**src/rtl/core/hdtu_pkg.sv**
```systemverilog
package hdtu_pkg;

  typedef enum logic [1:0] {
    CMD_TICK  = 2'd0,
    CMD_EDGE  = 2'd1,
    CMD_LOAD  = 2'd2,
    CMD_START = 2'd3
  } cmd_e;

  localparam logic [3:0] RX_IDLE_PHASE = 4'd9;
  localparam logic [3:0] TX_STOP_BIT   = 4'd9;
  localparam logic [7:0] LINE_FEED     = 8'h0A;

  typedef struct packed {
    cmd_e       command;
    logic       rx_level;
    logic [3:0] tx_index;
    logic [7:0] tx_byte;
    logic [4:0] tx_length;
  } in_t;

  typedef struct packed {
    logic       txd_level;
    logic       rx_valid;
    logic [7:0] rx_byte;
    logic       rx_line_end;
    logic       tx_busy;
    logic       rx_active;
  } out_t;

  typedef struct packed {
    logic busy_q;
    logic busy_d;
    logic line_d;
  } tx_stat_t;

  typedef struct packed {
    logic       valid;
    logic [7:0] data;
    logic       line_end;
    logic       active;
  } rx_stat_t;

endpackage

```
**src/rtl/core/hdtu_ram.sv**
```systemverilog
module hdtu_ram #(
  parameter int unsigned WIDTH = 8,
  parameter int unsigned DEPTH = 16,
  localparam int unsigned AW = (DEPTH > 1) ? $clog2(DEPTH) : 1
) (
  input  logic             clk_i,
  input  logic             we_i,
  input  logic [AW-1:0]    waddr_i,
  input  logic [WIDTH-1:0] wdata_i,
  input  logic [AW-1:0]    raddr_i,
  output logic [WIDTH-1:0] rdata_o
);

  logic [WIDTH-1:0] mem_q [DEPTH];
  logic [WIDTH-1:0] rdata_q;

  always_ff @(posedge clk_i) begin
    if (we_i) begin
      mem_q[waddr_i] <= wdata_i;
    end
    // write-first on a same-address collision
    if (we_i && (waddr_i == raddr_i)) begin
      rdata_q <= wdata_i;
    end else begin
      rdata_q <= mem_q[raddr_i];
    end
  end

  assign rdata_o = rdata_q;

endmodule

```
**src/rtl/core/hdtu_tx.sv**
```systemverilog
module hdtu_tx #(
  parameter int unsigned MSG_BYTES = 16
) (
  input  logic             clk_i,
  input  logic             rst_ni,
  input  logic             fire_i,
  input  hdtu_pkg::in_t    req_i,
  output hdtu_pkg::tx_stat_t stat_o
);

  import hdtu_pkg::*;

  localparam int unsigned AW = (MSG_BYTES > 1) ? $clog2(MSG_BYTES) : 1;
  localparam logic [4:0] LEN_MAX = 5'((MSG_BYTES > 31) ? 31 : MSG_BYTES);

  logic [7:0]    shift_q, shift_d;
  logic [3:0]    bit_cnt_q, bit_cnt_d;
  logic [4:0]    pos_q, pos_d;
  logic [4:0]    count_q, count_d;
  logic          sending_q, sending_d;
  logic          line_q, line_d;

  logic [3:0]    bit_nxt;
  logic [4:0]    pos_nxt;
  logic [4:0]    len;
  logic [4:0]    pos_ahead;
  logic          ram_we;
  logic [AW-1:0] ram_raddr;
  logic [7:0]    ram_rdata;

  assign bit_nxt   = bit_cnt_q + 4'd1;
  assign pos_nxt   = pos_q + 5'd1;
  assign pos_ahead = pos_d + 5'd1;

  always_comb begin
    len = (req_i.tx_length == 5'd0) ? 5'd1 : req_i.tx_length;
    if (len > LEN_MAX) begin
      len = LEN_MAX;
    end
  end

  always_comb begin
    shift_d   = shift_q;
    bit_cnt_d = bit_cnt_q;
    pos_d     = pos_q;
    count_d   = count_q;
    sending_d = sending_q;
    line_d    = line_q;
    if (fire_i) begin
      case (req_i.command)
        CMD_TICK: begin
          if (sending_q) begin
            bit_cnt_d = bit_nxt;
            if (bit_nxt >= 4'd1 && bit_nxt <= 4'd8) begin
              line_d  = shift_q[0];
              shift_d = shift_q >> 1;
            end else if (bit_nxt == TX_STOP_BIT) begin
              line_d = 1'b1;
            end else begin
              pos_d     = pos_nxt;
              bit_cnt_d = 4'd0;
              if (pos_nxt < count_q) begin
                shift_d = ram_rdata;
                line_d  = 1'b0;
              end else begin
                sending_d = 1'b0;
                line_d    = 1'b1;
              end
            end
          end
        end
        CMD_START: begin
          if (!sending_q) begin
            count_d   = len;
            pos_d     = 5'd0;
            bit_cnt_d = 4'd0;
            shift_d   = ram_rdata;
            sending_d = 1'b1;
            line_d    = 1'b0;
          end
        end
        default: begin
        end
      endcase
    end
  end

  // read data always tracks the byte needed after the next state
  assign ram_raddr = sending_d ? AW'(pos_ahead) : '0;
  assign ram_we    = fire_i && (req_i.command == CMD_LOAD) && !sending_q &&
                     (32'(req_i.tx_index) < 32'(MSG_BYTES));

  hdtu_ram #(
    .WIDTH(8),
    .DEPTH(MSG_BYTES)
  ) u_store (
    .clk_i  (clk_i),
    .we_i   (ram_we),
    .waddr_i(AW'(req_i.tx_index)),
    .wdata_i(req_i.tx_byte),
    .raddr_i(ram_raddr),
    .rdata_o(ram_rdata)
  );

  always_ff @(posedge clk_i or negedge rst_ni) begin
    if (!rst_ni) begin
      shift_q   <= 8'd0;
      bit_cnt_q <= 4'd0;
      pos_q     <= 5'd0;
      count_q   <= 5'd0;
      sending_q <= 1'b0;
      line_q    <= 1'b1;
    end else begin
      shift_q   <= shift_d;
      bit_cnt_q <= bit_cnt_d;
      pos_q     <= pos_d;
      count_q   <= count_d;
      sending_q <= sending_d;
      line_q    <= line_d;
    end
  end

  assign stat_o.busy_q = sending_q;
  assign stat_o.busy_d = sending_d;
  assign stat_o.line_d = line_d;

endmodule

```
**src/rtl/core/hdtu_rx.sv**
```systemverilog
module hdtu_rx (
  input  logic               clk_i,
  input  logic               rst_ni,
  input  logic               fire_i,
  input  hdtu_pkg::in_t      req_i,
  input  logic               tx_busy_i,
  output hdtu_pkg::rx_stat_t stat_o
);

  import hdtu_pkg::*;

  logic [3:0] phase_q, phase_d;
  logic [7:0] shift_q, shift_d;
  logic [3:0] phase_nxt;
  logic [2:0] bit_idx;
  logic       done;

  assign phase_nxt = phase_q + 4'd1;
  assign bit_idx   = 3'(phase_nxt - 4'd1);

  always_comb begin
    phase_d = phase_q;
    shift_d = shift_q;
    done    = 1'b0;
    if (fire_i && !tx_busy_i) begin
      case (req_i.command)
        CMD_TICK: begin
          if (phase_q < RX_IDLE_PHASE) begin
            phase_d = phase_nxt;
            if (phase_nxt == RX_IDLE_PHASE) begin
              done = 1'b1;
            end else begin
              shift_d[bit_idx] = req_i.rx_level;
            end
          end
        end
        CMD_EDGE: begin
          if (!req_i.rx_level && phase_q >= RX_IDLE_PHASE) begin
            phase_d = 4'd0;
          end
        end
        default: begin
        end
      endcase
    end
  end

  always_ff @(posedge clk_i or negedge rst_ni) begin
    if (!rst_ni) begin
      phase_q <= RX_IDLE_PHASE;
      shift_q <= 8'd0;
    end else begin
      phase_q <= phase_d;
      shift_q <= shift_d;
    end
  end

  assign stat_o.valid    = done;
  assign stat_o.data     = done ? shift_q : 8'd0;
  assign stat_o.line_end = done && (shift_q == LINE_FEED);
  assign stat_o.active   = phase_d < RX_IDLE_PHASE;

endmodule

```
**src/rtl/core/half_duplex_tick_uart_top.sv**
```systemverilog
// Channel  | Valid       | Ready       | Request
// ---------+-------------+-------------+-----------------------
// input    | in_valid_i  | in_ready_o  | in_req_i  (in_t)
// output   | out_valid_o | out_ready_i | out_req_o (out_t)
//
// One request per cycle while in_ready_o is high; each gives one result, registered in the cycle after acceptance.
// All state updates are one pass of logic into registers; the message store
// is a RAM with a registered read, addressed ahead of the byte it serves.
// in_ready_o is high while the result register is empty or being drained.
// Reset: line idle high, receiver idle, store contents undefined until loaded.
module half_duplex_tick_uart_top #(
  parameter int unsigned MSG_BYTES = 16
) (
  input  logic           clk_i,
  input  logic           rst_ni,
  input  logic           in_valid_i,
  output logic           in_ready_o,
  input  hdtu_pkg::in_t  in_req_i,
  output logic           out_valid_o,
  input  logic           out_ready_i,
  output hdtu_pkg::out_t out_req_o
);

  import hdtu_pkg::*;

  logic     fire;
  tx_stat_t tx_stat;
  rx_stat_t rx_stat;
  logic     out_valid_q;
  out_t     out_q, out_d;

  assign in_ready_o = !out_valid_q || out_ready_i;
  assign fire       = in_valid_i && in_ready_o;

  hdtu_tx #(
    .MSG_BYTES(MSG_BYTES)
  ) u_tx (
    .clk_i (clk_i),
    .rst_ni(rst_ni),
    .fire_i(fire),
    .req_i (in_req_i),
    .stat_o(tx_stat)
  );

  hdtu_rx u_rx (
    .clk_i    (clk_i),
    .rst_ni   (rst_ni),
    .fire_i   (fire),
    .req_i    (in_req_i),
    .tx_busy_i(tx_stat.busy_q),
    .stat_o   (rx_stat)
  );

  always_comb begin
    out_d.txd_level   = tx_stat.line_d;
    out_d.rx_valid    = rx_stat.valid;
    out_d.rx_byte     = rx_stat.data;
    out_d.rx_line_end = rx_stat.line_end;
    out_d.tx_busy     = tx_stat.busy_d;
    out_d.rx_active   = rx_stat.active;
  end

  always_ff @(posedge clk_i or negedge rst_ni) begin
    if (!rst_ni) begin
      out_valid_q <= 1'b0;
    end else if (fire) begin
      out_valid_q <= 1'b1;
    end else if (out_ready_i) begin
      out_valid_q <= 1'b0;
    end
  end

  always_ff @(posedge clk_i) begin
    if (fire) begin
      out_q <= out_d;
    end
  end

  assign out_valid_o = out_valid_q;
  assign out_req_o   = out_q;

  a_rx_done_idle: assert property (@(posedge clk_i) disable iff (!rst_ni)
    out_valid_o && out_req_o.rx_valid |-> !out_req_o.tx_busy && !out_req_o.rx_active)
    else $error("rx byte completed while busy");

  a_start_low: assert property (@(posedge clk_i) disable iff (!rst_ni)
    fire && (in_req_i.command == CMD_START) && !tx_stat.busy_q
      |=> out_req_o.tx_busy && !out_req_o.txd_level)
    else $error("start did not drive start bit");

  a_idle_high: assert property (@(posedge clk_i) disable iff (!rst_ni)
    out_valid_o && !out_req_o.tx_busy |-> out_req_o.txd_level)
    else $error("line low while transmitter idle");

endmodule
```
**config.mk**
```make
export PLATFORM = sky130hd
export DESIGN_NAME = half_duplex_tick_uart_top
export DESIGN_NICKNAME = d
export VERILOG_FILES = /design/src/rtl/core/hdtu_pkg.sv /design/src/rtl/core/hdtu_ram.sv /design/src/rtl/core/hdtu_tx.sv /design/src/rtl/core/hdtu_rx.sv /design/src/rtl/core/half_duplex_tick_uart_top.sv
export SDC_FILE = /design/constraint.sdc
export NUM_CORES = 1
export LEC_CHECK = 0
export BUFFER_PORTS_ARGS = -buffer_cell sky130_fd_sc_hd__buf_2
export CORE_ASPECT_RATIO = 1.25
export CORE_MARGIN = 4
export CORE_UTILIZATION = 23
export DETAILED_ROUTE_END_ITERATION = 16
export PLACE_DENSITY = 0.38
export RECOVER_POWER = 100
export SYNTH_ARGS = -nofsm -noshare
export SYNTH_HDL_FRONTEND = slang
export SYNTH_SLANG_ARGS = --single-unit
```
**constraint.sdc**
```tcl
create_clock -name clk_i -period 3.2 [get_ports clk_i]
set_clock_uncertainty 0.1 [all_clocks]
set_input_delay 0.64 -clock clk_i [delete_from_list [all_inputs] [get_ports clk_i]]
set_output_delay 0.64 -clock clk_i [all_outputs]
set_load 0.005 [all_outputs]
```
; After elaboration in Yosys (flattened, before gate mapping)
; Memory sizes are Yosys's and may differ from the RTL's. A register that Yosys moved wholly into a read port is not among the register bits.
; Index checks and enable logic that the tools add are counted.
[classes]
shift = 0
eq_ne = 10
multipliers = 0
n_div = 0
reduce_logical = 20
addsub = 5
mux = 48
magnitude_cmp = 9
bitwise = 2
[ops]
columns = operator, count
row1 = $mux W8, 5
row2 = $mux W5, 7
row3 = $mux W4, 8
row4 = $mux W1, 20
row5 = $pmux W4 S2, 2
row6 = $pmux W8 S2, 1
row7 = $add A4 B1 Y4 const B, 3
row8 = $pmux W5 S2, 1
row9 = $bwmux W8, 1
row10 = $eq A4 B4 Y1 const B, 2
row11 = $eq A8 B4 Y1 const B, 1
row12 = $logic_and A1 B1 Y1, 8
row13 = $lt A4 B4 Y1 const B, 2
row14 = $reduce_and A4 Y1, 2
row15 = $ne A3 B3 Y1 const B, 2
row16 = $reduce_and A6 Y1, 1
row17 = $add A5 B1 Y5 const B, 1
row18 = $gt A5 B5 Y1 const B, 1
row19 = $logic_not A5 Y1, 1
row20 = $lt A5 B5 Y1, 1
row21 = $eq A2 B2 Y1 const B, 2
row22 = $ge A4 B1 Y1 const B, 1
row23 = $ge A4 B4 Y1 const B, 1
row24 = $le A4 B4 Y1 const B, 1
row25 = 13 further kinds, 19
[totals]
mem_count = 1
regBits = 50
latch_bits = 0
mem_bits_rw = 128
romBits = 0
[memory_table]
columns = memory, words, word_bits, read_ports, rd_ports_with_merged_regs, wr, line_no
row1 = u_tx.u_store.mem_q, 16, 8, 1, 1, 1, hdtu_ram.sv:14  ; logic [WIDTH-1:0] mem_q [DEPTH];

; Logic depth before layout (Yosys ltp)
[depth]
depth_word = 9
mapped_depth = 11

; Cells and area by module
; A second synthesis with hierarchy kept.
[hier_totals]
hier_cells = 518
area_unflattened_um2 = 8174.1
[by_module_without_submodules]
columns = module, cells_each, n_inst, seq_area_each_um2, area_per_inst_um2
row1 = hdtu_ram, 225, 1, 3923.8, 5067.4
row2 = hdtu_tx, 183, 1, 601.8, 1770.4
row3 = hdtu_rx, 93, 1, 302.8, 892.1
row4 = half_duplex_tick_uart_top, 17, 1, 415.4, 444.2

; Worst setup path before layout
; Ideal clock, no wire load.
[synth_path]
kind = input to register
startpoint = input in_req_i[18] in the netlist's numbering
endpoint = register u_tx.shift_q[2]
n_path_buf = 2
path_slack_ps = 686
cell_stages = 10
t_arrival_ps = 2337
cell_sequence = inv_1 ha_1 and2b_1 nand2_1 or3b_1 clkbuf_2 a31oi_4 buf_4 nor2_1 a21oi_1
[synth_between]
elab_chain_cells = 3
elab_cells_between_ends = 9
[synth_lines]
columns = item, line_no
row1 = from (decl), half_duplex_tick_uart_top.sv:18  ; input hdtu_pkg::in_t in_req_i,
row2 = $eq A2 B2 Y1 or $logic_not A2 Y1 (tied branches), hdtu_tx.sv:50  ; case (req_i.command)
row3 = $ne A2 B2 Y1 (no line) (tied with other cells), -
row4 = $reduce_and A6 Y1 (no line), -
row5 = to (signal assigned), hdtu_tx.sv:114  ; shift_q <= shift_d;
row6 = to (decl), hdtu_tx.sv:16  ; logic [7:0] shift_q, shift_d;
; Parallel ways exist; a longest one is shown, timed or not.
; A chain may end at the register's enable or synchronous reset.

; Worst setup path after layout
[layout_path]
startpoint = register out_valid_q, in the netlist out_valid_o
endpoint = memory u_tx.u_store.mem_q[9][4], enable pin
[layout_between]
elab_chain_cells = 7
[layout_lines]
columns = item, line_no
row1 = from (decl), half_duplex_tick_uart_top.sv:29  ; logic out_valid_q;
row2 = from (signal assigned), half_duplex_tick_uart_top.sv:65  ; out_valid_q <= 1'b0;
row3 = from (signal assigned), half_duplex_tick_uart_top.sv:67  ; out_valid_q <= 1'b1;
row4 = from (signal assigned), half_duplex_tick_uart_top.sv:69  ; out_valid_q <= 1'b0;
row5 = $logic_not A1 Y1, half_duplex_tick_uart_top.sv:32  ; assign in_ready_o = !out_valid_q || out_ready_i;
row6 = $logic_or A1 B1 Y1, half_duplex_tick_uart_top.sv:32
row7 = $logic_and A1 B1 Y1, half_duplex_tick_uart_top.sv:33  ; assign fire = in_valid_i && in_ready_o;
row8 = $logic_and A1 B1 Y1 (2 in series), hdtu_tx.sv:90  ; assign ram_we = fire_i && (req_i.command == CMD_LOAD) && !sending_q &&
row9 = $mux W1, hdtu_ram.sv:18  ; if (we_i) begin
row10 = $mux W1 (implied by the code), hdtu_ram.sv:19  ; mem_q[waddr_i] <= wdata_i;
row11 = to (decl), hdtu_ram.sv:14
; No other way between the ends.

==> flow_summary.toml <==
[synth]
syn_inst = 494
synthFlopType = "edfxtp_1"
ys_ff_latch = 182
yosysSeqAreaShare_pct = 66.3
synth_warnings = 0
yosys-top-cells-area = "edfxtp_1, mux4_2, dfrtp_1, ha_1, nor2_1"
async_reset_ff_share_pct = 20.3
synthesis.nets = 533
synth_commonest_cells = "edfxtp_1, mux4_2, nor2_1"
synth_edf_count = 141
yosysTopAreaCellShare_pct = 53.6
synth_top_cell_by_area = "edfxtp_1"
netlist_area_um2 = 7900
synth_cell_type_count = 68
synthMostInstantiatedCell = "edfxtp_1"
avgSynthCellArea_um2 = 16.0

[pwr]
p_leak_uw = 0.00318
power.density_nw_per_um2 = 706
ir_drop_mv = 0.305

[timing]
worst_pin_slew_ns = 2.13
max-slew-margin-rel_pct = -41.7
hold_violations = 0
clock.fmax_mhz = 344
fin_setup_tns_ns = 0
fin_crit_ns = 2.90
rsz0062_at_grt = "false"
whs_ns = 0.357
fin_crit_sh_pct = 90.8
setup_viol = 0
slew_viol_final = 38

[clock_tree]
cts_buffers = 17
cts_resized = 0
cts_tree = "done"
htree_levels = 4
postCtsSetupBuffers = 0
cts_buffer_depth = 2
clkSinkCount = 182
clk_latency_ns = 0.42
clk_pin_slew_ns = 0.07
clockRootBuffer = "clkbuf_16"
postCtsHoldBufs = 0

[floorplan]
core_um2 = 33800
start_util_pct = 23.4
die_h_um = 215
fp.dieW_um = 174
io_pins = 39
dieArea_um2 = 37400
num_rows = 75

[worst_setup_path]
critPathArrivalTime_ns = 2.86
worst_setup_path_start_kind = "flop"
required_ns = 3.16
critPathBufInv = 1
crit_family = "simple AND/OR/NAND/NOR gates"
critical_path.max_fanout = 8
slowest_delay_ns = 0.89
slowest_stage = "nor3_1"
critPathKind = "flop to flop"
worstSetupEndpointType = "flop"
crit_chain = "nor2b_1, nor3_1, nand2_1, nor2_1, nand2_1, nor2_1, clkbuf_1"

[status]
violations = "max-capacitance violations, max-slew violations"
status = "finished with violations"

[drt]
wirelength_mm = 17.1
vias = 4369
avgRoutedWirePerCell_um = 17.3
drt_iter0_drc = 224
ant_nets = 0
drc = 0
firstDrtPassIters = 4
vias_per_cell = 4.43

[grt]
grt_max_degree = 38
grt_usage_pct = 9.26
grt_first_pass_wirelength_mm = 26.6
antenna_found_initial = 0
grt_pass1_vias = 4749
globalRoute.totalOverflow = 0

[placed_design]
place.gp.congestion = 0.751
dpl-instance-area_um2 = 8660
place_hpwl_mm = 12.1
port_buffers = 38
place_inst = 955

[finish]
diodes = 0
stdcell_area_um2 = 9180
area_growth_pct = 16.2
finalNonFillerCells = 987
nets = 590
drive_above_1_share_pct = 22.2

[flow_run]
max-cap-violations = 1

[min_path]
hold_path_class = "input port to flop"
==> through the flow <==
stage                     setup WS (ns)  total power [µW]  utilization [%]
final                             0.295              6480             27.2
after global routing              0.123              6870             27.2
after CTS                         0.486              6610             27.5
after detailed placement          0.262              4430             25.6
after global placement            0.390              4420             25.6
after floorplan                   0.686              4050                -
==> cells by family (layout without fill, tap and decap cells) <==
group                    Yosys count  count (layout)  synth area share [%]
AND/OR/NAND/NOR                  133             133                  8.77
XOR/XNOR                           5               5                 0.554
buffers and inverters             37             107                  2.33
adder cells (fa/ha/maj)           15              15                  2.37
AO/OA/AOI/OAI                     63              63                  5.65
multiplexers                      59              59                  14.0
flip-flops                       182             182                  66.3
==> flip-flops by register name, indices dropped and copies added (netlist names), named ones only <==
| name | count |
|---|---|
| u_tx.count_q | 5 |
| u_tx.line_q | 1 |
| u_rx.phase_q | 4 |
| u_tx.bit_cnt_q | 4 |
| u_tx.u_store.mem_q | 128 |
| u_tx.pos_q | 5 |
| out_req_o | 13 |
| u_tx.sending_q | 1 |
| u_rx.shift_q | 8 |
| out_valid_o | 1 |
| u_tx.shift_q | 8 |
==> cells in the final DEF (no fill, tap or decap), types with 3 or more instances in the layout <==
master,Yosys,final
nor2_1,36,36
o31ai_1,4,4
inv_1,17,18
clkbuf_16,0,17
dfstp_2,3,3
clkinv_4,0,4
dfxtp_1,4,3
xnor2_1,3,3
dfrtp_1,34,34
and3_1,3,3
buf_2,2,17
nand3_1,8,8
and2_1,10,6
nand2b_1,9,9
mux4_2,40,40
nor3_1,7,8
buf_4,3,8
a22o_1,3,3
mux2i_1,8,8
clkbuf_2,1,6
nand4_1,4,4
nor2b_1,4,5
nand2_1,32,32
edfxtp_1,141,141
a21oi_1,14,15
inv_8,0,6
mux2_2,10,9
nor3b_1,3,3
o21ai_0,13,14
clkbuf_1,4,25
and2_0,0,4
ha_1,15,15
==> final timing paths <==
check                                       startpoint                                  to  slack, ns  cells past startpoint
max in group asynchronous                       rst_ni         u_tx.count_q[1]$_DFFE_PN0P_       1.05                      1
hold reg to reg            u_rx.shift_q[3]$_DFFE_PN0P_         u_rx.shift_q[3]$_DFFE_PN0P_       0.39                      1
setup / recovery               out_valid_o$_DFFE_PN0P_  u_tx.u_store.mem_q[9][4]$_DFFE_PP_       0.30                      7
min in group asynchronous                       rst_ni           u_rx.phase_q[2]$_DFF_PN0_       0.73                      1
setup reg to reg               out_valid_o$_DFFE_PN0P_  u_tx.u_store.mem_q[9][4]$_DFFE_PP_       0.30                      7
hold / removal                             in_req_i[4]         u_tx.count_q[0]$_DFFE_PN0P_       0.36                      2
==> layer usage <==
layer	routed length [µm]	up-vias	global-route usage (%)
met2	9140	96	16.8
li1	-	2025	-
met1	7130	2228	10.8
met4	263	0	3.09
met5	0	-	0
met3	527	20	2.06
==> where the power goes <==
part,internal (µW),switching (µW),total (µW)
Combinational,659,694,1350
Clock,1190,961,2150
Sequential,2750,223,2980
Total,4600,1880,6480
==> area by class of cell <==
type / instances / area [µm²]
Clock buffer: 17 / 425
Clock inverter: 15 / 186
Fill cell: 3465 / 24600
Inverter: 18 / 67.6
Multi-Input combinational cell: 275 / 2440
Sequential cell: 182 / 5250
Tap cell: 423 / 529
Timing Repair Buffer: 57 / 289
Note: power is estimated with default switching activity, not from simulation.
